<file path="src/rtl/core/debounced_pulse_counter_top_macros.svh">
// ----------------------------------------------------------------------------
// Assertion macros for the debounced pulse counter
// Clocked checks with an active-low reset that disables them.
// ----------------------------------------------------------------------------
`ifndef DEBOUNCED_PULSE_COUNTER_TOP_MACROS_SVH
`define DEBOUNCED_PULSE_COUNTER_TOP_MACROS_SVH

// Consequent must hold in the same cycle as the antecedent.
`define DPC_ASSERT_NOW(label, clk, rstn, ante, cons, msg) \
  label: assert property (@(posedge clk) disable iff (!rstn) (ante) |-> (cons)) \
    else $error(msg);

// Consequent must hold in the cycle after the antecedent.
`define DPC_ASSERT_NEXT(label, clk, rstn, ante, cons, msg) \
  label: assert property (@(posedge clk) disable iff (!rstn) (ante) |=> (cons)) \
    else $error(msg);

`endif

</file>
<file path="src/rtl/core/dpc_pkg.sv">
// ----------------------------------------------------------------------------
// dpc_pkg
// Shared widths, register codes and the configuration type.
// ----------------------------------------------------------------------------
package dpc_pkg;

  // Payload widths
  localparam int CHAN_W     = 3;
  localparam int TS_W       = 48;
  localparam int TOTAL_W    = 32;
  localparam int MIN_W      = 48;
  localparam int CFG_IDX_W  = 8;
  localparam int CFG_DATA_W = 48;

  // 150 ms at 50 kHz timer ticks
  localparam int unsigned MIN_TICKS_DEFAULT = 150000 * 50 / 1000;
  localparam logic [MIN_W-1:0] MIN_TICKS_RST = MIN_W'(MIN_TICKS_DEFAULT);
  localparam logic ACTIVE_LEVEL_RST = 1'b1;

  // Configuration register indexes
  typedef enum logic [CFG_IDX_W-1:0] {
    CFG_MIN_PULSE_TICKS = 8'd0,
    CFG_ACTIVE_LEVEL    = 8'd1
  } cfg_idx_e;

  typedef struct packed {
    logic [MIN_W-1:0] min_pulse_ticks;
    logic             active_level;
  } cfg_t;

endpackage

</file>
<file path="src/rtl/core/dpc_intf.sv">
// ----------------------------------------------------------------------------
// dpc_intf
// Valid/ready channels: pin events, count results and register writes.
// ----------------------------------------------------------------------------
interface dpc_event_if;
  import dpc_pkg::*;
  logic              valid;
  logic              ready;
  logic [CHAN_W-1:0] channel;
  logic              pin_level;
  logic [TS_W-1:0]   timestamp;

  modport source (output valid, channel, pin_level, timestamp, input ready);
  modport sink   (input valid, channel, pin_level, timestamp, output ready);
endinterface

interface dpc_result_if;
  import dpc_pkg::*;
  logic               valid;
  logic               ready;
  logic [CHAN_W-1:0]  channel_out;
  logic [TOTAL_W-1:0] pulse_total;
  logic               counted;

  modport source (output valid, channel_out, pulse_total, counted, input ready);
  modport sink   (input valid, channel_out, pulse_total, counted, output ready);
endinterface

interface dpc_cfg_if;
  import dpc_pkg::*;
  logic                  valid;
  logic                  ready;
  logic [CFG_IDX_W-1:0]  index;
  logic [CFG_DATA_W-1:0] data;

  modport source (output valid, index, data, input ready);
  modport sink   (input valid, index, data, output ready);
endinterface

</file>
<file path="src/rtl/core/dpc_cfg_regs.sv">
// ----------------------------------------------------------------------------
// dpc_cfg_regs
// Configuration registers: minimum pulse width and active pin level.
// ----------------------------------------------------------------------------
module dpc_cfg_regs (
  input  logic          clk_i,
  input  logic          rst_ni,
  dpc_cfg_if.sink       cfg_i,
  output dpc_pkg::cfg_t cfg_o
);
  import dpc_pkg::*;

  cfg_t cfg_q;

  // Accept every write request at once
  assign cfg_i.ready = 1'b1;

  // Update the addressed register, drop unknown indexes
  always_ff @(posedge clk_i or negedge rst_ni) begin
    if (!rst_ni) begin
      cfg_q.min_pulse_ticks <= MIN_TICKS_RST;
      cfg_q.active_level    <= ACTIVE_LEVEL_RST;
    end else if (cfg_i.valid) begin
      case (cfg_i.index)
        CFG_MIN_PULSE_TICKS: cfg_q.min_pulse_ticks <= cfg_i.data[MIN_W-1:0];
        CFG_ACTIVE_LEVEL:    cfg_q.active_level    <= cfg_i.data[0];
        default: ;
      endcase
    end
  end

  assign cfg_o = cfg_q;

endmodule

</file>
<file path="src/rtl/core/dpc_state_mem.sv">
// ----------------------------------------------------------------------------
// dpc_state_mem
// Per-channel state memory with registered read, entry valid bits and
// forwarding of the write that lands on the same edge as the read.
// ----------------------------------------------------------------------------
module dpc_state_mem #(
  parameter int NUM_CHANNELS = 8,
  parameter int TIME_BITS    = 48,
  parameter int IDX_W        = (NUM_CHANNELS > 1) ? $clog2(NUM_CHANNELS) : 1
) (
  input  logic                        clk_i,
  input  logic                        rst_ni,
  input  logic                        rd_en_i,
  input  logic [IDX_W-1:0]            rd_addr_i,
  input  logic                        wr_en_i,
  input  logic [IDX_W-1:0]            wr_addr_i,
  input  logic [TIME_BITS-1:0]        wr_start_i,
  input  logic                        wr_pending_i,
  input  logic [dpc_pkg::TOTAL_W-1:0] wr_count_i,
  output logic [TIME_BITS-1:0]        rd_start_o,
  output logic                        rd_pending_o,
  output logic [dpc_pkg::TOTAL_W-1:0] rd_count_o
);
  import dpc_pkg::*;

  localparam int ENTRY_W = TIME_BITS + 1 + TOTAL_W;

  logic [ENTRY_W-1:0] mem [NUM_CHANNELS];
  logic [NUM_CHANNELS-1:0] valid_q;

  logic [ENTRY_W-1:0] wr_word;
  logic [ENTRY_W-1:0] rd_word_q;
  logic               rd_valid_q;
  logic               fwd_hit_q;
  logic [ENTRY_W-1:0] fwd_word_q;
  logic [ENTRY_W-1:0] rd_word;

  assign wr_word = {wr_start_i, wr_pending_i, wr_count_i};

  // Write port
  always_ff @(posedge clk_i) begin
    if (wr_en_i) begin
      mem[wr_addr_i] <= wr_word;
    end
  end

  // Mark entries as written; an unwritten entry reads as all zero
  always_ff @(posedge clk_i or negedge rst_ni) begin
    if (!rst_ni) begin
      valid_q <= '0;
    end else if (wr_en_i) begin
      valid_q[wr_addr_i] <= 1'b1;
    end
  end

  // Read port and capture of a write to the same entry on this edge
  always_ff @(posedge clk_i) begin
    if (rd_en_i) begin
      rd_word_q  <= mem[rd_addr_i];
      fwd_word_q <= wr_word;
    end
  end

  always_ff @(posedge clk_i or negedge rst_ni) begin
    if (!rst_ni) begin
      rd_valid_q <= 1'b0;
      fwd_hit_q  <= 1'b0;
    end else if (rd_en_i) begin
      rd_valid_q <= valid_q[rd_addr_i];
      fwd_hit_q  <= wr_en_i && (wr_addr_i == rd_addr_i);
    end
  end

  // Select forwarded, stored or reset value
  always_comb begin
    if (fwd_hit_q) begin
      rd_word = fwd_word_q;
    end else if (rd_valid_q) begin
      rd_word = rd_word_q;
    end else begin
      rd_word = '0;
    end
  end

  assign {rd_start_o, rd_pending_o, rd_count_o} = rd_word;

endmodule

</file>
<file path="src/rtl/core/dpc_update.sv">
// ----------------------------------------------------------------------------
// dpc_update
// Per-event state update: start a pulse, or close it and qualify its width.
// ----------------------------------------------------------------------------
module dpc_update #(
  parameter int TIME_BITS = 48
) (
  input  dpc_pkg::cfg_t               cfg_i,
  input  logic                        in_range_i,
  input  logic                        pin_level_i,
  input  logic [dpc_pkg::TS_W-1:0]    timestamp_i,
  input  logic [TIME_BITS-1:0]        cur_start_i,
  input  logic                        cur_pending_i,
  input  logic [dpc_pkg::TOTAL_W-1:0] cur_count_i,
  output logic [TIME_BITS-1:0]        nxt_start_o,
  output logic                        nxt_pending_o,
  output logic [dpc_pkg::TOTAL_W-1:0] nxt_count_o,
  output logic                        we_o,
  output logic                        counted_o,
  output logic [dpc_pkg::TOTAL_W-1:0] total_o
);
  import dpc_pkg::*;

  logic [63:0]          ts_ext;
  logic [63:0]          min_ext;
  logic [TIME_BITS-1:0] now;
  logic [TIME_BITS-1:0] min_ticks;
  logic [TIME_BITS-1:0] elapsed;
  logic                 wide_enough;

  // Bring time values to the timer width, wrapping modulo its range
  assign ts_ext      = 64'(timestamp_i);
  assign min_ext     = 64'(cfg_i.min_pulse_ticks);
  assign now         = ts_ext[TIME_BITS-1:0];
  assign min_ticks   = min_ext[TIME_BITS-1:0];
  assign elapsed     = now - cur_start_i;
  assign wide_enough = (elapsed >= min_ticks);

  // Decide the new entry
  always_comb begin
    nxt_start_o   = cur_start_i;
    nxt_pending_o = cur_pending_i;
    nxt_count_o   = cur_count_i;
    we_o          = 1'b0;
    counted_o     = 1'b0;
    if (in_range_i) begin
      if (pin_level_i == cfg_i.active_level) begin
        nxt_start_o   = now;
        nxt_pending_o = 1'b1;
        we_o          = 1'b1;
      end else if (cur_pending_i) begin
        nxt_pending_o = 1'b0;
        we_o          = 1'b1;
        if (wide_enough) begin
          nxt_count_o = cur_count_i + TOTAL_W'(1);
          counted_o   = 1'b1;
        end
      end
    end
  end

  // Report zero for channels the block does not have
  assign total_o = in_range_i ? nxt_count_o : '0;

endmodule

</file>
<file path="src/rtl/core/debounced_pulse_counter_top.sv">
// ----------------------------------------------------------------------------
// debounced_pulse_counter_top
// Multi-channel pulse counter with a minimum-width filter.
// ----------------------------------------------------------------------------
//  port   | dir | requests carried
//  -------+-----+---------------------------------------------------
//  evt_i  | in  | pin event: channel, pin_level, timestamp
//  res_o  | out | result: channel_out, pulse_total, counted
//  cfg_i  | in  | register write: index, data (always ready)
//
//  Throughput is one event per cycle while results are taken; from accept,
//  an event passes the registered state memory read and the result register.
//  A write-back to the channel read on the same edge is forwarded.
//  Reset clears all channel state at once through per-entry valid bits.
//  A stalled result holds the update stage and, once that is full, the input.
// ----------------------------------------------------------------------------
`include "debounced_pulse_counter_top_macros.svh"

module debounced_pulse_counter_top #(
  parameter int NUM_CHANNELS = 8,
  parameter int TIME_BITS    = 48
) (
  input  logic        clk_i,
  input  logic        rst_ni,
  dpc_event_if.sink   evt_i,
  dpc_result_if.source res_o,
  dpc_cfg_if.sink     cfg_i
);
  import dpc_pkg::*;

  localparam int IDX_W = (NUM_CHANNELS > 1) ? $clog2(NUM_CHANNELS) : 1;
  localparam logic [7:0] NUM_CH_L = 8'(NUM_CHANNELS);

  cfg_t cfg;

  // Handshake control
  logic in_ready;
  logic accept;
  logic out_free;
  logic s1_adv;

  // Input side decode
  logic [7:0]       evt_ch_ext;
  logic             evt_in_range;
  logic [IDX_W-1:0] evt_addr;

  // Update stage
  logic              s1_valid_q;
  logic [CHAN_W-1:0] s1_ch_q;
  logic              s1_level_q;
  logic [TS_W-1:0]   s1_ts_q;
  logic              s1_in_range_q;
  logic [7:0]        s1_ch_ext;
  logic [IDX_W-1:0]  s1_addr;

  // State read and write-back
  logic [TIME_BITS-1:0] cur_start;
  logic                 cur_pending;
  logic [TOTAL_W-1:0]   cur_count;
  logic [TIME_BITS-1:0] nxt_start;
  logic                 nxt_pending;
  logic [TOTAL_W-1:0]   nxt_count;
  logic                 upd_we;
  logic                 upd_counted;
  logic [TOTAL_W-1:0]   upd_total;

  // Output register
  logic               res_valid_q;
  logic [CHAN_W-1:0]  res_ch_q;
  logic [TOTAL_W-1:0] res_total_q;
  logic               res_counted_q;
  logic [7:0]         res_ch_ext;
  logic               res_in_range;

  dpc_cfg_regs u_cfg (
    .clk_i  (clk_i),
    .rst_ni (rst_ni),
    .cfg_i  (cfg_i),
    .cfg_o  (cfg)
  );

  // Advance the pipeline whenever the output slot frees up
  assign out_free    = !res_valid_q || res_o.ready;
  assign s1_adv      = s1_valid_q && out_free;
  assign in_ready    = !s1_valid_q || out_free;
  assign accept      = evt_i.valid && in_ready;
  assign evt_i.ready = in_ready;

  assign evt_ch_ext   = 8'(evt_i.channel);
  assign evt_in_range = (evt_ch_ext < NUM_CH_L);
  assign evt_addr     = evt_ch_ext[IDX_W-1:0];
  assign s1_ch_ext    = 8'(s1_ch_q);
  assign s1_addr      = s1_ch_ext[IDX_W-1:0];

  dpc_state_mem #(
    .NUM_CHANNELS (NUM_CHANNELS),
    .TIME_BITS    (TIME_BITS),
    .IDX_W        (IDX_W)
  ) u_mem (
    .clk_i        (clk_i),
    .rst_ni       (rst_ni),
    .rd_en_i      (accept && evt_in_range),
    .rd_addr_i    (evt_addr),
    .wr_en_i      (s1_adv && upd_we),
    .wr_addr_i    (s1_addr),
    .wr_start_i   (nxt_start),
    .wr_pending_i (nxt_pending),
    .wr_count_i   (nxt_count),
    .rd_start_o   (cur_start),
    .rd_pending_o (cur_pending),
    .rd_count_o   (cur_count)
  );

  dpc_update #(
    .TIME_BITS (TIME_BITS)
  ) u_upd (
    .cfg_i         (cfg),
    .in_range_i    (s1_in_range_q),
    .pin_level_i   (s1_level_q),
    .timestamp_i   (s1_ts_q),
    .cur_start_i   (cur_start),
    .cur_pending_i (cur_pending),
    .cur_count_i   (cur_count),
    .nxt_start_o   (nxt_start),
    .nxt_pending_o (nxt_pending),
    .nxt_count_o   (nxt_count),
    .we_o          (upd_we),
    .counted_o     (upd_counted),
    .total_o       (upd_total)
  );

  // Hold the event in the update stage while its state is read
  always_ff @(posedge clk_i or negedge rst_ni) begin
    if (!rst_ni) begin
      s1_valid_q <= 1'b0;
    end else if (accept) begin
      s1_valid_q <= 1'b1;
    end else if (s1_adv) begin
      s1_valid_q <= 1'b0;
    end
  end

  always_ff @(posedge clk_i) begin
    if (accept) begin
      s1_ch_q       <= evt_i.channel;
      s1_level_q    <= evt_i.pin_level;
      s1_ts_q       <= evt_i.timestamp;
      s1_in_range_q <= evt_in_range;
    end
  end

  // Load the result register, drop it once taken
  always_ff @(posedge clk_i or negedge rst_ni) begin
    if (!rst_ni) begin
      res_valid_q <= 1'b0;
    end else if (s1_adv) begin
      res_valid_q <= 1'b1;
    end else if (res_o.ready) begin
      res_valid_q <= 1'b0;
    end
  end

  always_ff @(posedge clk_i) begin
    if (s1_adv) begin
      res_ch_q      <= s1_ch_q;
      res_total_q   <= upd_total;
      res_counted_q <= upd_counted;
    end
  end

  assign res_o.valid       = res_valid_q;
  assign res_o.channel_out = res_ch_q;
  assign res_o.pulse_total = res_total_q;
  assign res_o.counted     = res_counted_q;

  assign res_ch_ext   = 8'(res_ch_q);
  assign res_in_range = (res_ch_ext < NUM_CH_L);

  `DPC_ASSERT_NEXT(a_adv_loads_result, clk_i, rst_ni, s1_adv, res_valid_q,
                   "update stage advanced without loading a result")
  `DPC_ASSERT_NOW(a_stall_only_when_full, clk_i, rst_ni, !in_ready,
                  s1_valid_q && res_valid_q && !res_o.ready,
                  "input stalled while the pipeline had room")
  `DPC_ASSERT_NOW(a_absent_channel_zero, clk_i, rst_ni, res_valid_q && !res_in_range,
                  (res_total_q == '0) && !res_counted_q,
                  "absent channel reported a nonzero count")

endmodule
</file>
<file path="src/flat_wrapper.sv">
// flat-port wrapper written by rule: the top's interface ports become plain ports
module debounced_pulse_counter_top_flat import dpc_pkg::*;
#(
  parameter int NUM_CHANNELS = 8,
  parameter int TIME_BITS    = 48
)
  (clk_i, rst_ni, evt_i_valid, evt_i_channel, evt_i_pin_level, evt_i_timestamp, evt_i_ready, res_o_valid, res_o_channel_out, res_o_pulse_total, res_o_counted, res_o_ready, cfg_i_valid, cfg_i_index, cfg_i_data, cfg_i_ready);
  dpc_event_if evt_i_i ();
  dpc_result_if res_o_i ();
  dpc_cfg_if cfg_i_i ();
  input  logic clk_i;
  input  logic rst_ni;
  input wire logic [$bits(evt_i_i.valid)-1:0] evt_i_valid;
  input wire logic [$bits(evt_i_i.channel)-1:0] evt_i_channel;
  input wire logic [$bits(evt_i_i.pin_level)-1:0] evt_i_pin_level;
  input wire logic [$bits(evt_i_i.timestamp)-1:0] evt_i_timestamp;
  output wire logic [$bits(evt_i_i.ready)-1:0] evt_i_ready;
  output wire logic [$bits(res_o_i.valid)-1:0] res_o_valid;
  output wire logic [$bits(res_o_i.channel_out)-1:0] res_o_channel_out;
  output wire logic [$bits(res_o_i.pulse_total)-1:0] res_o_pulse_total;
  output wire logic [$bits(res_o_i.counted)-1:0] res_o_counted;
  input wire logic [$bits(res_o_i.ready)-1:0] res_o_ready;
  input wire logic [$bits(cfg_i_i.valid)-1:0] cfg_i_valid;
  input wire logic [$bits(cfg_i_i.index)-1:0] cfg_i_index;
  input wire logic [$bits(cfg_i_i.data)-1:0] cfg_i_data;
  output wire logic [$bits(cfg_i_i.ready)-1:0] cfg_i_ready;
  assign evt_i_i.valid = evt_i_valid;
  assign evt_i_i.channel = evt_i_channel;
  assign evt_i_i.pin_level = evt_i_pin_level;
  assign evt_i_i.timestamp = evt_i_timestamp;
  assign evt_i_ready = evt_i_i.ready;
  assign res_o_valid = res_o_i.valid;
  assign res_o_channel_out = res_o_i.channel_out;
  assign res_o_pulse_total = res_o_i.pulse_total;
  assign res_o_counted = res_o_i.counted;
  assign res_o_i.ready = res_o_ready;
  assign cfg_i_i.valid = cfg_i_valid;
  assign cfg_i_i.index = cfg_i_index;
  assign cfg_i_i.data = cfg_i_data;
  assign cfg_i_ready = cfg_i_i.ready;
  debounced_pulse_counter_top #(.NUM_CHANNELS(NUM_CHANNELS), .TIME_BITS(TIME_BITS)) u_core (.clk_i(clk_i), .rst_ni(rst_ni), .evt_i(evt_i_i), .res_o(res_o_i), .cfg_i(cfg_i_i));
endmodule
</file>
<file path="config.mk">
export PLATFORM = sky130hd
export DESIGN_NAME = debounced_pulse_counter_top_flat
export DESIGN_NICKNAME = d
export VERILOG_FILES = /design/src/rtl/core/dpc_pkg.sv /design/src/rtl/core/dpc_intf.sv /design/src/rtl/core/dpc_cfg_regs.sv /design/src/rtl/core/dpc_state_mem.sv /design/src/rtl/core/dpc_update.sv /design/src/rtl/core/debounced_pulse_counter_top.sv /design/src/flat_wrapper.sv
export VERILOG_INCLUDE_DIRS = /design/src /design/src/rtl/core
export SDC_FILE = /design/constraint.sdc
export NUM_CORES = 1
export LEC_CHECK = 0
export ABC_AREA = 1
export BUFFER_PORTS_ARGS = -buffer_cell sky130_fd_sc_hd__buf_2
export CAP_MARGIN = 20
export CORE_ASPECT_RATIO = 0.75
export CORE_MARGIN = 1.5
export CORE_UTILIZATION = 30
export DETAILED_ROUTE_END_ITERATION = 16
export PLACE_DENSITY = 0.45
export SLEW_MARGIN = 0
export SYNTH_ARGS = -nofsm -noshare
export SYNTH_HDL_FRONTEND = slang
export SYNTH_SLANG_ARGS = --single-unit
</file>
<file path="constraint.sdc">
create_clock -name clk_i -period 6.08 [get_ports clk_i]
set_clock_uncertainty 0.05 [all_clocks]
set_input_delay 0.304 -clock clk_i [delete_from_list [all_inputs] [get_ports clk_i]]
set_output_delay 0.304 -clock clk_i [all_outputs]
set_load 0.05 [all_outputs]
</file>
**Word-level counts from Yosys, hierarchy flattened**

Memories as Yosys holds them, arrays and structs flattened. A register that Yosys moved wholly into a read port is not among the register bits.
Cells that the tools add are included.

- Register bits: 231
- Memory bits (writable): 648
- Input port bits: 113
- Word-level logic and storage cells: 69
- Memories: 1

Memories:

| memory | words | bits a word | read ports | clocked after memory_dff | wr ports | RTL line | source |
|---|---|---|---|---|---|---|---|
| u_core.u_mem.mem | 8 | 81 | 1 | 1 | 1 | dpc_state_mem.sv:28 | `logic [ENTRY_W-1:0] mem [NUM_CHANNELS];` |

- Add/sub/neg operators: 2
- Order comparisons: 5
- Equality and inequality tests: 3
- Muxes and demuxes: 24
- Bitwise operators: 3
- Reduce and logical (&&, ||, !) cells: 16

Operators with widths:

| kind | count |
|---|---|
| $mux 81 | 2 |
| $mux 32 | 4 |
| $mux 48 | 2 |
| $ge 48x48->1 | 1 |
| $sub 48x48->48 | 1 |
| $add 32x1->32 const B | 1 |
| $mux 1 | 14 |
| $lt 3x4->1 const B | 3 |
| $eq 8x1->1 const B | 1 |
| $logic_not 8->1 | 1 |
| $or 8x8->8 | 1 |
| $logic_and 1x1->1 | 6 |
| $reduce_and 2->1 | 2 |
| $reduce_bool 2->1 | 2 |
| $bmux 1 s3 | 1 |
| $demux 1 s3 | 1 |
| $eq 3x3->1 | 1 |
| $ge 3x1->1 const B | 1 |
| $reduce_or 3->1 | 1 |
| $logic_not 1->1 | 2 |
| $logic_or 1x1->1 | 2 |
| $not 1->1 | 2 |
| $eq 1x1->1 | 1 |

**Longest topological paths before layout**

Gate-level depths: netlist of the first run.

- Depth after elaboration: 8
- Gate-level depth with buffers: 35
- Depth with buffers taken out: 33

**Modules after synthesis**

Synthesis of the first run repeated with hierarchy kept, for this count alone.

- Cells, all modules: 4311
- Area total of the unflattened synthesis: 44423.9 um2

Modules (own cells, without submodules):

| module | instances | cells an instance | area an instance (um2) |
|---|---|---|---|
| dpc_state_mem | 1 | 2412 | 31526.5 |
| dpc_update | 1 | 1562 | 8092.8 |
| debounced_pulse_counter_top | 1 | 103 | 2755.1 |
| dpc_cfg_regs | 1 | 234 | 2049.5 |

**Worst setup path before layout of the first run**

Ideal clock, no wire load.

- Path kind: register to register
- Start: reg u_core.res_valid_q (netlist: u_core.res_o.valid)
- End: reg u_core.u_mem.fwd_hit_q
- Setup time: 0.171 ns
- Data arrival time: 5.891 ns
- Data required time: 5.859 ns
- Path slack: -0.032 ns
- Cell stages (with the launch flop): 6
- Clock period less this slack: 6.112 ns
- Cells stage by stage: dfrtp_1 -> nand3_1 -> nand2_1 -> inv_1 -> nand4_1 -> o22ai_1

- Cells in the longest elaborated chain, start to end: 5
- Elaborated cells on any way between the ends: 8
- Those cells by class: reduce/logical: 8

RTL lines:

| what | RTL line | source |
|---|---|---|
| start, declared | debounced_pulse_counter_top.sv:68 | `logic res_valid_q;` |
| start signal, assigned | debounced_pulse_counter_top.sv:155 | `res_valid_q <= 1'b0;` |
| start signal, assigned | debounced_pulse_counter_top.sv:157 | `res_valid_q <= 1'b1;` |
| start signal, assigned | debounced_pulse_counter_top.sv:159 | `res_valid_q <= 1'b0;` |
| $logic_not 1->1 | debounced_pulse_counter_top.sv:83 | `assign out_free = !res_valid_q \|\| res_o.ready;` |
| $logic_or 1x1->1 | debounced_pulse_counter_top.sv:83 |  |
| $logic_or 1x1->1 | debounced_pulse_counter_top.sv:85 | `assign in_ready = !s1_valid_q \|\| out_free;` |
| net evt_i_ready | flat_wrapper.sv:17 | `output wire logic [$bits(evt_i_i.ready)-1:0] evt_i_ready;` |
| $logic_and 1x1->1 | debounced_pulse_counter_top.sv:86 | `assign accept = evt_i.valid && in_ready;` |
| net u_core.accept | debounced_pulse_counter_top.sv:38 | `logic accept;` |
| $logic_and 1x1->1 | debounced_pulse_counter_top.sv:102 | `.rd_en_i (accept && evt_in_range),` |
| end signal, assigned | dpc_state_mem.sv:70 | `fwd_hit_q <= wr_en_i && (wr_addr_i == rd_addr_i);` |
| end, declared | dpc_state_mem.sv:34 | `logic fwd_hit_q;` |

The timed path passes the listed nets, and every way through them passes these cells.
A chain may end at the register's enable or synchronous reset.

**Worst setup path after layout of the first run**

- Start: reg u_core.u_mem.fwd_hit_q
- End: mem u_core.u_mem.mem[1][1] (netlist bit), data pin

- Cells in the longest elaborated chain, start to end: 7
- Elaborated cells on any way between the ends: 8
- Those cells by class: add/sub: 2; order compare: 1; mux: 5

RTL lines:

| what | RTL line | source |
|---|---|---|
| $mux 81 * | dpc_state_mem.sv:76 | `if (fwd_hit_q) begin` |
| $sub 48x48->48 | dpc_update.sv:36 | `assign elapsed = now - cur_start_i;` |
| $ge 48x48->1 | dpc_update.sv:37 | `assign wide_enough = (elapsed >= min_ticks);` |
| $mux 32 | dpc_update.sv:54 | `if (wide_enough) begin` |
| $mux 32 | dpc_update.sv:51 | `end else if (cur_pending_i) begin` |
| $mux 32 | dpc_update.sv:47 | `if (pin_level_i == cfg_i.active_level) begin` |
| $mux 32 * | dpc_update.sv:46 | `if (in_range_i) begin` |
| net u_core.nxt_count[1] | debounced_pulse_counter_top.sv:62 | `logic [TOTAL_W-1:0] nxt_count;` |
| end, declared | dpc_state_mem.sv:28 |  |

The timed path passes the listed nets; every way through them passes the cells marked *.

==> results of run 1 <==
## registers in the layout (all words and copies together), names as in the netlist, 3 cells and up
| signal | count |
|---|---|
| u_core.u_mem.rd_word_q | 81 |
| u_core.res_o.channel_out | 3 |
| u_core.u_mem.valid_q | 8 |
| u_core.s1_addr | 3 |
| u_core.u_mem.mem | 648 |
| u_core.u_cfg.cfg_o | 49 |
| u_core.res_o.pulse_total | 32 |
| u_core.u_mem.fwd_word_q | 81 |
| u_core.s1_ts_q | 48 |
## report_power, final
| group | internal [mW] | leakage [nW] | switching, mW | total (mW) |
|---|---|---|---|---|
| clock network | 3.75 | 1.68 | 2.74 | 6.49 |
| logic | 0.874 | 7.26 | 2.09 | 2.96 |
| registers | 7.79 | 9.14 | 0.130 | 7.92 |
| total | 12.4 | 18.1 | 4.96 | 17.4 |
## synthesized netlist by cell type (all sizes together) (7+ instances only)
master | n | area [um2]
edfxtp | 898 | 27000
nor2 | 712 | 2740
nand2 | 511 | 2000
o21ai | 429 | 2150
inv | 244 | 916
clkbuf | 120 | 450
nand3 | 104 | 561
ha | 91 | 1140
a31oi | 85 | 532
o22ai | 82 | 513
a21oi | 80 | 400
dfrtp | 53 | 1330
mux2 | 47 | 529
buf | 44 | 270
a22oi | 43 | 323
xor2 | 28 | 245
nand4 | 22 | 138
xnor2 | 20 | 175
nor3 | 17 | 90.1
dfstp | 8 | 210
o21bai | 8 | 60.1
or2 | 7 | 43.8
## routing by layer
| metal | track usage, % | vias to the layer above | wire, um | share of wire [%] |
|---|---|---|---|---|
| li1 | - | 13573 | - | - |
| met1 | 24.3 | 13935 | 58500 | 49 |
| met2 | 25.4 | 638 | 53300 | 44 |
| met3 | 2.83 | 133 | 6180 | 5.1 |
| met4 | 3.72 | 0 | 2210 | 1.8 |
| met5 | 0 | - | 0 | 0 |
## metrics by stage
stage | hold slack (ns) | instance area [um2]
global route | 0.204 | 50000
finish | 0.237 | 50000
CTS | 0.171 | 49600
detailed placement | 0.105 | 45100
floorplan | -0.0416 | 42100
global placement | 0.104 | 45000
## repair_timing
action	in CTS	in global routing
hold endpoints to repair	155	0
setup buffers	0	0
gates resized for setup	0	36
endpoints found under the setup margin	0	238
hold buffers	105	0
## layout by cell type (no fill, tap or decap), types with 11 or more instances in the layout
| cell type | netlist | layout |
|---|---|---|
| o22ai_1 | 82 | 82 |
| xor2_1 | 28 | 24 |
| clkinv_1 | 5 | 16 |
| clkinv_2 | 0 | 14 |
| nor2_2 | 10 | 11 |
| ha_1 | 91 | 91 |
| a21oi_1 | 80 | 80 |
| nand3_1 | 96 | 95 |
| a22oi_1 | 43 | 43 |
| nor3_1 | 16 | 16 |
| bufinv_16 | 0 | 12 |
| nor2_4 | 4 | 12 |
| dlygate4sd3_1 | 0 | 105 |
| o21ai_0 | 427 | 427 |
| a31oi_1 | 85 | 85 |
| clkbuf_16 | 0 | 103 |
| dfrtp_1 | 53 | 52 |
| edfxtp_1 | 898 | 898 |
| clkbuf_1 | 120 | 23 |
| nand2_1 | 479 | 477 |
| inv_1 | 239 | 236 |
| nor2_1 | 697 | 688 |
| nand4_1 | 22 | 22 |
| buf_2 | 15 | 156 |
| mux2_2 | 39 | 39 |
| buf_4 | 6 | 46 |
| nand2_2 | 32 | 34 |
## worst max-delay path by stage
| stage | start | to | slack [ns] | cells after the start |
|---|---|---|---|---|
| floorplan | u_core.res_o.valid | u_core.u_mem.mem[0][0] | 0.01 | 6 |
| global placement | u_core.u_mem.fwd_hit_q | u_core.res_o.pulse_total[26] | 0.06 | 25 |
| detailed placement | u_core.u_mem.fwd_hit_q | u_core.res_o.pulse_total[26] | 0.14 | 25 |
| CTS | u_core.u_mem.fwd_hit_q | u_core.res_o.pulse_total[26] | 0.11 | 25 |
| global route | u_core.u_mem.fwd_hit_q | u_core.u_mem.mem[1][1] | 0.1 | 26 |
| finish | u_core.u_mem.fwd_hit_q | u_core.u_mem.mem[1][1] | 0.37 | 26 |
## cell families (layout without fill, tap and decap cells)
group	Yosys count	after routing	share of synthesized area [%]
buffers and inverters	413	767	3.93
other	1	1	0.00891
adders and majority gates	91	91	2.71
xor gates and xnor gates	48	48	0.999
AOI/OAI and AO/OA	748	748	9.85
muxes	47	47	1.26
and+or+nand+nor	1389	1389	13.5
DFF	959	959	67.7
## area by class of cell
class	count	area, um2
Clock buffer	133	2760
Clock inverter	59	727
Fill cell	13617	88600
Inverter	249	960
Multi-Input combinational cell	2324	12300
Sequential cell	959	28500
Tap cell	1860	2330
Timing Repair Buffer	326	2430
## critical path: stages (launching register included)
cell	delay, ns
dfrtp_4	0.52
nor2_8	0.33
a22oi_1	0.17
ha_1	0.50
nand2_1	0.17
nor2_1	0.14
inv_1	0.07
nor2_1	0.09
inv_1	0.10
nor2_1	0.31
nand4_1	0.45
nand4_1	0.25
nand2_1	0.10
ha_1	0.30
nand4_1	0.13
nor2_1	0.23
nand2_1	0.14
nor2_1	0.11
nand2_1	0.06
nand2_1	0.05
nor2_1	0.04
nand3_1	0.23
buf_12	0.25
nand2_1	0.20
inv_1	0.14
nand2_1	0.06
nand2_1	0.24
==> impl_metrics.csv, run 1 <==
group,metric,value,unit
run_status,status,"finished, final reports clean",
timing,slew_viol_final,0,
worst_setup_path,ff2ff_setup_slack,0.37,ns
die,num_io_pins,152,
detailed_routing,ant_nets,0,
pwr,leakage,18.1,nW
pwr,ir_worst_vdd,0.207,mV
grt,track_usage,16.5,%
yosys,ys_seq_elements,959,
pwr,power_density,347,nW/um2
layout,syn2layout_area_growth,18.8,%
clock_network,cts_sinks,959,
yosys,synth_ff_type,"edfxtp_1",
timing,fin_crit,5.71,ns
layout,fin_nets,4167,
worst_setup_path,r2r_start,"u_core.u_mem.fwd_hit_q",
timing,rsz0062_at_grt,"no",
timing,fmaxAchievable,0.175,GHz
worst_setup_path,crit_arrival,6.15,ns
detailed_routing,wl_per_cell,20.3,um
clock_network,htreeDepth,3,
detailed_routing,first_iter_violations,2360,
worst_setup_path,worstPathRequired,6.52,ns
clock_network,cts.clk_slew.worst_paths,0.06,ns
timing,tightest_slew,1.08,ns
yosys,async_reset_ff_share,6.36,%
layout,antenna_cells,0,
layout,final_util,36.1,%
detailed_routing,viasPerCell,4.78,
yosys,synth.distinct_cells,51,
worst_setup_path,crit_type,"reg -> reg",
die,die_h,327,um
grt,grt_pass1_wl,179000,um
placed_design,dpl_worst_slack,0.141,ns
placed_design,place.gp.congestion,0.948,
timing,finalSetupViolCount,0,
layout,drive_gt1_share,13.2,%
placed_design,place_inst,5598,
die,core-area,139000,um2
grt,grt_pass1_vias,27369,
min_path,hold_class,"in -> reg",
yosys,synthesis.area,42100,um2
yosys,netlist_instances,3696,
die,rows,118,
timing,final.setup.worst_slack,0.373,ns
timing,slew_headroom,27.1,%
detailed_routing,routed_wl,120000,um
yosys,yosysWarnings,0,
worst_setup_path,startpoint_type,"flop",
timing,period_share,93.9,%
clock_network,cts_tree,"built",
placed_design,dpl.hpwl,71700,um
min_path,min_from,"evt_i_timestamp[26]",
grt,grt_start_max_net_pins,149,
min_path,holdPathEnd,"u_core.s1_ts_q[26]",
pwr,power.total,17.4,mW
die,floorplan.initialDensity,30.4,%
clock_network,clk_path_buf_depth,3,
clock_network,cts_inserted_buffers,103,
min_path,min_delay_path_depth,2,
worst_setup_path,regToRegEndpoint,"u_core.u_mem.mem[1][1]",
timing,hold_viol_final,0,
timing,finalSetupTns,0,ns
clock_network,clk_latency,0.73,ns
worst_setup_path,endpoint_kind,"flop",
die,die-area,143000,um2
job,cap_violations,0,
yosys,synth.avg_cell_area,11.4,um2
detailed_routing,first_pass_iters,6,
yosys,yosysSeqAreaShare,67.7,%
worst_setup_path,crit_path_max_fanout,34,
layout,instances_no_fill,5910,
detailed_routing,vias,28279,
detailed_routing,drcViolationCount,0,
die,chipWidth,435,um
worst_setup_path,r2r_cells,26,
yosys,syn_nets,3900,
yosys,synth_edf_count,898,
placed_design,port_buffers,150,
grt,gr-total-overflow,0,
grt,grt_antenna_before_repair,0,
clock_network,cts-root-buf,"clkbuf_16",
Note: power is estimated with default switching activity, not from simulation.
==> run 2, diff against run 1 <==
--- a/config.mk
+++ b/config.mk
@@ -13,6 +13,7 @@
 export CORE_MARGIN = 1.5
 export CORE_UTILIZATION = 30
 export DETAILED_ROUTE_END_ITERATION = 16
+export MAX_ROUTING_LAYER = met4
 export PLACE_DENSITY = 0.45
 export SLEW_MARGIN = 0
 export SYNTH_ARGS = -nofsm -noshare
==> run 2 against run 1 <==
Against the previous run:
- first-iteration DRC count rose by 5.4%
- die area did not move
- total power fell by 1.5%
- global-route usage rose by 0.47 points
- critical path type unchanged
- highest routed layer unchanged
==> impl_metrics.csv, run 2 (same netlist as run 1, synthesis figures left out) <==
group,metric,value,unit
run_status,status,"finished, final reports clean",
die,die-area,143000,um2
die,core-area,139000,um2
clock_network,cts_tree,"built",
placed_design,placed_cell_area,45000,um2
job,cap_violations,0,
die,chipWidth,435,um
layout,fillers,13685,
timing,finalSetupViolCount,0,
placed_design,place_inst,5596,
detailed_routing,viasPerCell,4.78,
timing,slew_viol_final,0,
timing,hold_slack,0.237,ns
detailed_routing,wl_per_cell,20.2,um
layout,largest-register,"u_core.u_mem.mem",
grt,grt_start_max_net_pins,164,
layout,top_regs,"u_core.u_mem.mem: 648 flops, u_core.u_mem.fwd_word_q: 81 flops, u_core.u_mem.rd_word_q: 81 flops",
layout,fin_nets,4159,
worst_setup_path,crit_type,"reg -> reg",
min_path,hold_class,"in -> reg",
worst_setup_path,endpoint_kind,"flop",
detailed_routing,first_iter_violations,2488,
clock_network,post_cts_buffers,0,
grt,gr-total-overflow,0,
die,rows,118,
grt,track_usage,17.0,%
timing,hold_viol_final,0,
die,die_h,327,um
clock_network,cts-root-buf,"clkbuf_16",
worst_setup_path,worstPathRequired,6.47,ns
grt,grt_pass1_wl,178000,um
clock_network,cts.clk_slew.worst_paths,0.06,ns
layout,drive_gt1_share,12.9,%
pwr,power_density,343,nW/um2
clock_network,clk_latency,0.73,ns
grt,grt_pass1_vias,27421,
timing,fmaxAchievable,0.179,GHz
layout,instances_no_fill,5903,
detailed_routing,vias,28187,
placed_design,dpl.hpwl,71100,um
worst_setup_path,crit_path_max_fanout,34,
detailed_routing,first_pass_iters,6,
die,floorplan.initialDensity,30.4,%
layout,final_cell_mix,"edfxtp_1 (898), nor2_1 (688), nand2_1 (477)",
timing,rsz0062_at_grt,"no",
pwr,leakage,18.0,nW
worst_setup_path,crit_arrival,5.98,ns
layout,largest_reg_flops,648,
detailed_routing,drcViolationCount,0,
timing,period_share,92.1,%
pwr,power.total,17.1,mW
clock_network,clk_path_buf_depth,3,
placed_design,place.gp.congestion,0.974,
placed_design,port_buffers,150,
pwr,ir_worst_vdd,0.215,mV
detailed_routing,ant_nets,0,
timing,slew_headroom,23.5,%
detailed_routing,routed_wl,119000,um
timing,fin_crit,5.60,ns
timing,tightest_slew,1.14,ns
clock_network,htreeDepth,3,
clock_network,cts_sinks,959,
die,num_io_pins,152,
worst_setup_path,startpoint_type,"flop",
clock_network,cts_inserted_buffers,101,
layout,layout_commonest_cell,"edfxtp_1",
layout,stdcell_area,49800,um2
layout,syn2layout_area_growth,18.4,%
grt,grt_antenna_before_repair,0,
[run 2: layout make-up]
type	instances	area (um2)	share of cell area (%)
inverter	249	960	1.93
tap	1860	2330	4.67
clock buffer	140	2770	5.57
sequential	959	28500	57.2
multi-input combinational	2324	12300	24.7
timing repair buffer	320	2380	4.78
antenna	1	2.50	0.00502
clock inverter	50	581	1.16
[run 2: path summary, 6_finish.rpt]
path,start,endpoint,slack (ns),depth (start not counted)
min in group asynchronous,rst_ni,u_core.u_cfg.cfg_o[0],0.58,3
worst max-delay path,u_core.u_mem.fwd_hit_q,u_core.res_o.pulse_total[2],0.48,25
worst min register to register,u_core.u_mem.valid_q[3],u_core.u_mem.valid_q[3],0.41,1
max in group asynchronous,rst_ni,u_core.u_mem.fwd_hit_q,4.48,4
worst max register to register,u_core.u_mem.fwd_hit_q,u_core.res_o.pulse_total[2],0.48,25
worst min-delay path,evt_i_channel[0],u_core.u_mem.rd_word_q[15],0.24,5
[run 2: per-stage QoR]
stage,utilization (%),setup TNS [ns],worst slack (ns)
final,35.9,0,0.483
after global routing,35.9,0,0.0806
after CTS,35.7,0,0.0144
after detailed placement,32.5,-39.53,-0.330
after global placement,32.5,-72.12,-0.387
after floorplan,-,0,0.0108
[run 2: per-layer routing]
| metal | share of wire [%] | global-route usage [%] | vias up |
|---|---|---|---|
| met2 | 44 | 25.0 | 613 |
| li1 | - | - | 13555 |
| met5 | 0 | - | - |
| met4 | 2.0 | 3.83 | 0 |
| met3 | 5.2 | 3.10 | 141 |
| met1 | 49 | 24.2 | 13878 |
[run 2: report_power, final]
part | internal, mW | switching (mW)
combinational | 0.867 | 2.08
clock | 3.53 | 2.71
sequential | 7.79 | 0.135
total | 12.2 | 4.92
[run 2: critical path, cell delays in order, from the launching register on]
cell and delay (ns):
dfrtp_4 0.51, nor2_8 0.33, buf_12 0.21, a22oi_1 0.13
ha_1 0.42, nand2_1 0.13, nor2_1 0.14, inv_1 0.11
nor2_1 0.17, inv_1 0.19, nor4_4 0.41, nand3_1 0.22
nand4_1 0.14, nand2_1 0.08, ha_1 0.32, nand4_1 0.12
nor2_1 0.21, nand2_1 0.14, nor2_1 0.11, nand2_1 0.07
nand2_1 0.05, nor2_1 0.04, nand3_2 0.17, buf_12 0.24
nand2_1 0.12, xor2_2 0.44
[run 2: what timing repair did]
item,4_1_cts,5_1_grt
cloned,0,0
setup endpoints to repair,230,310
pin swaps,0,0
resized for setup,4,34
hold buffers,105,0
hold endpoints to repair,157,0
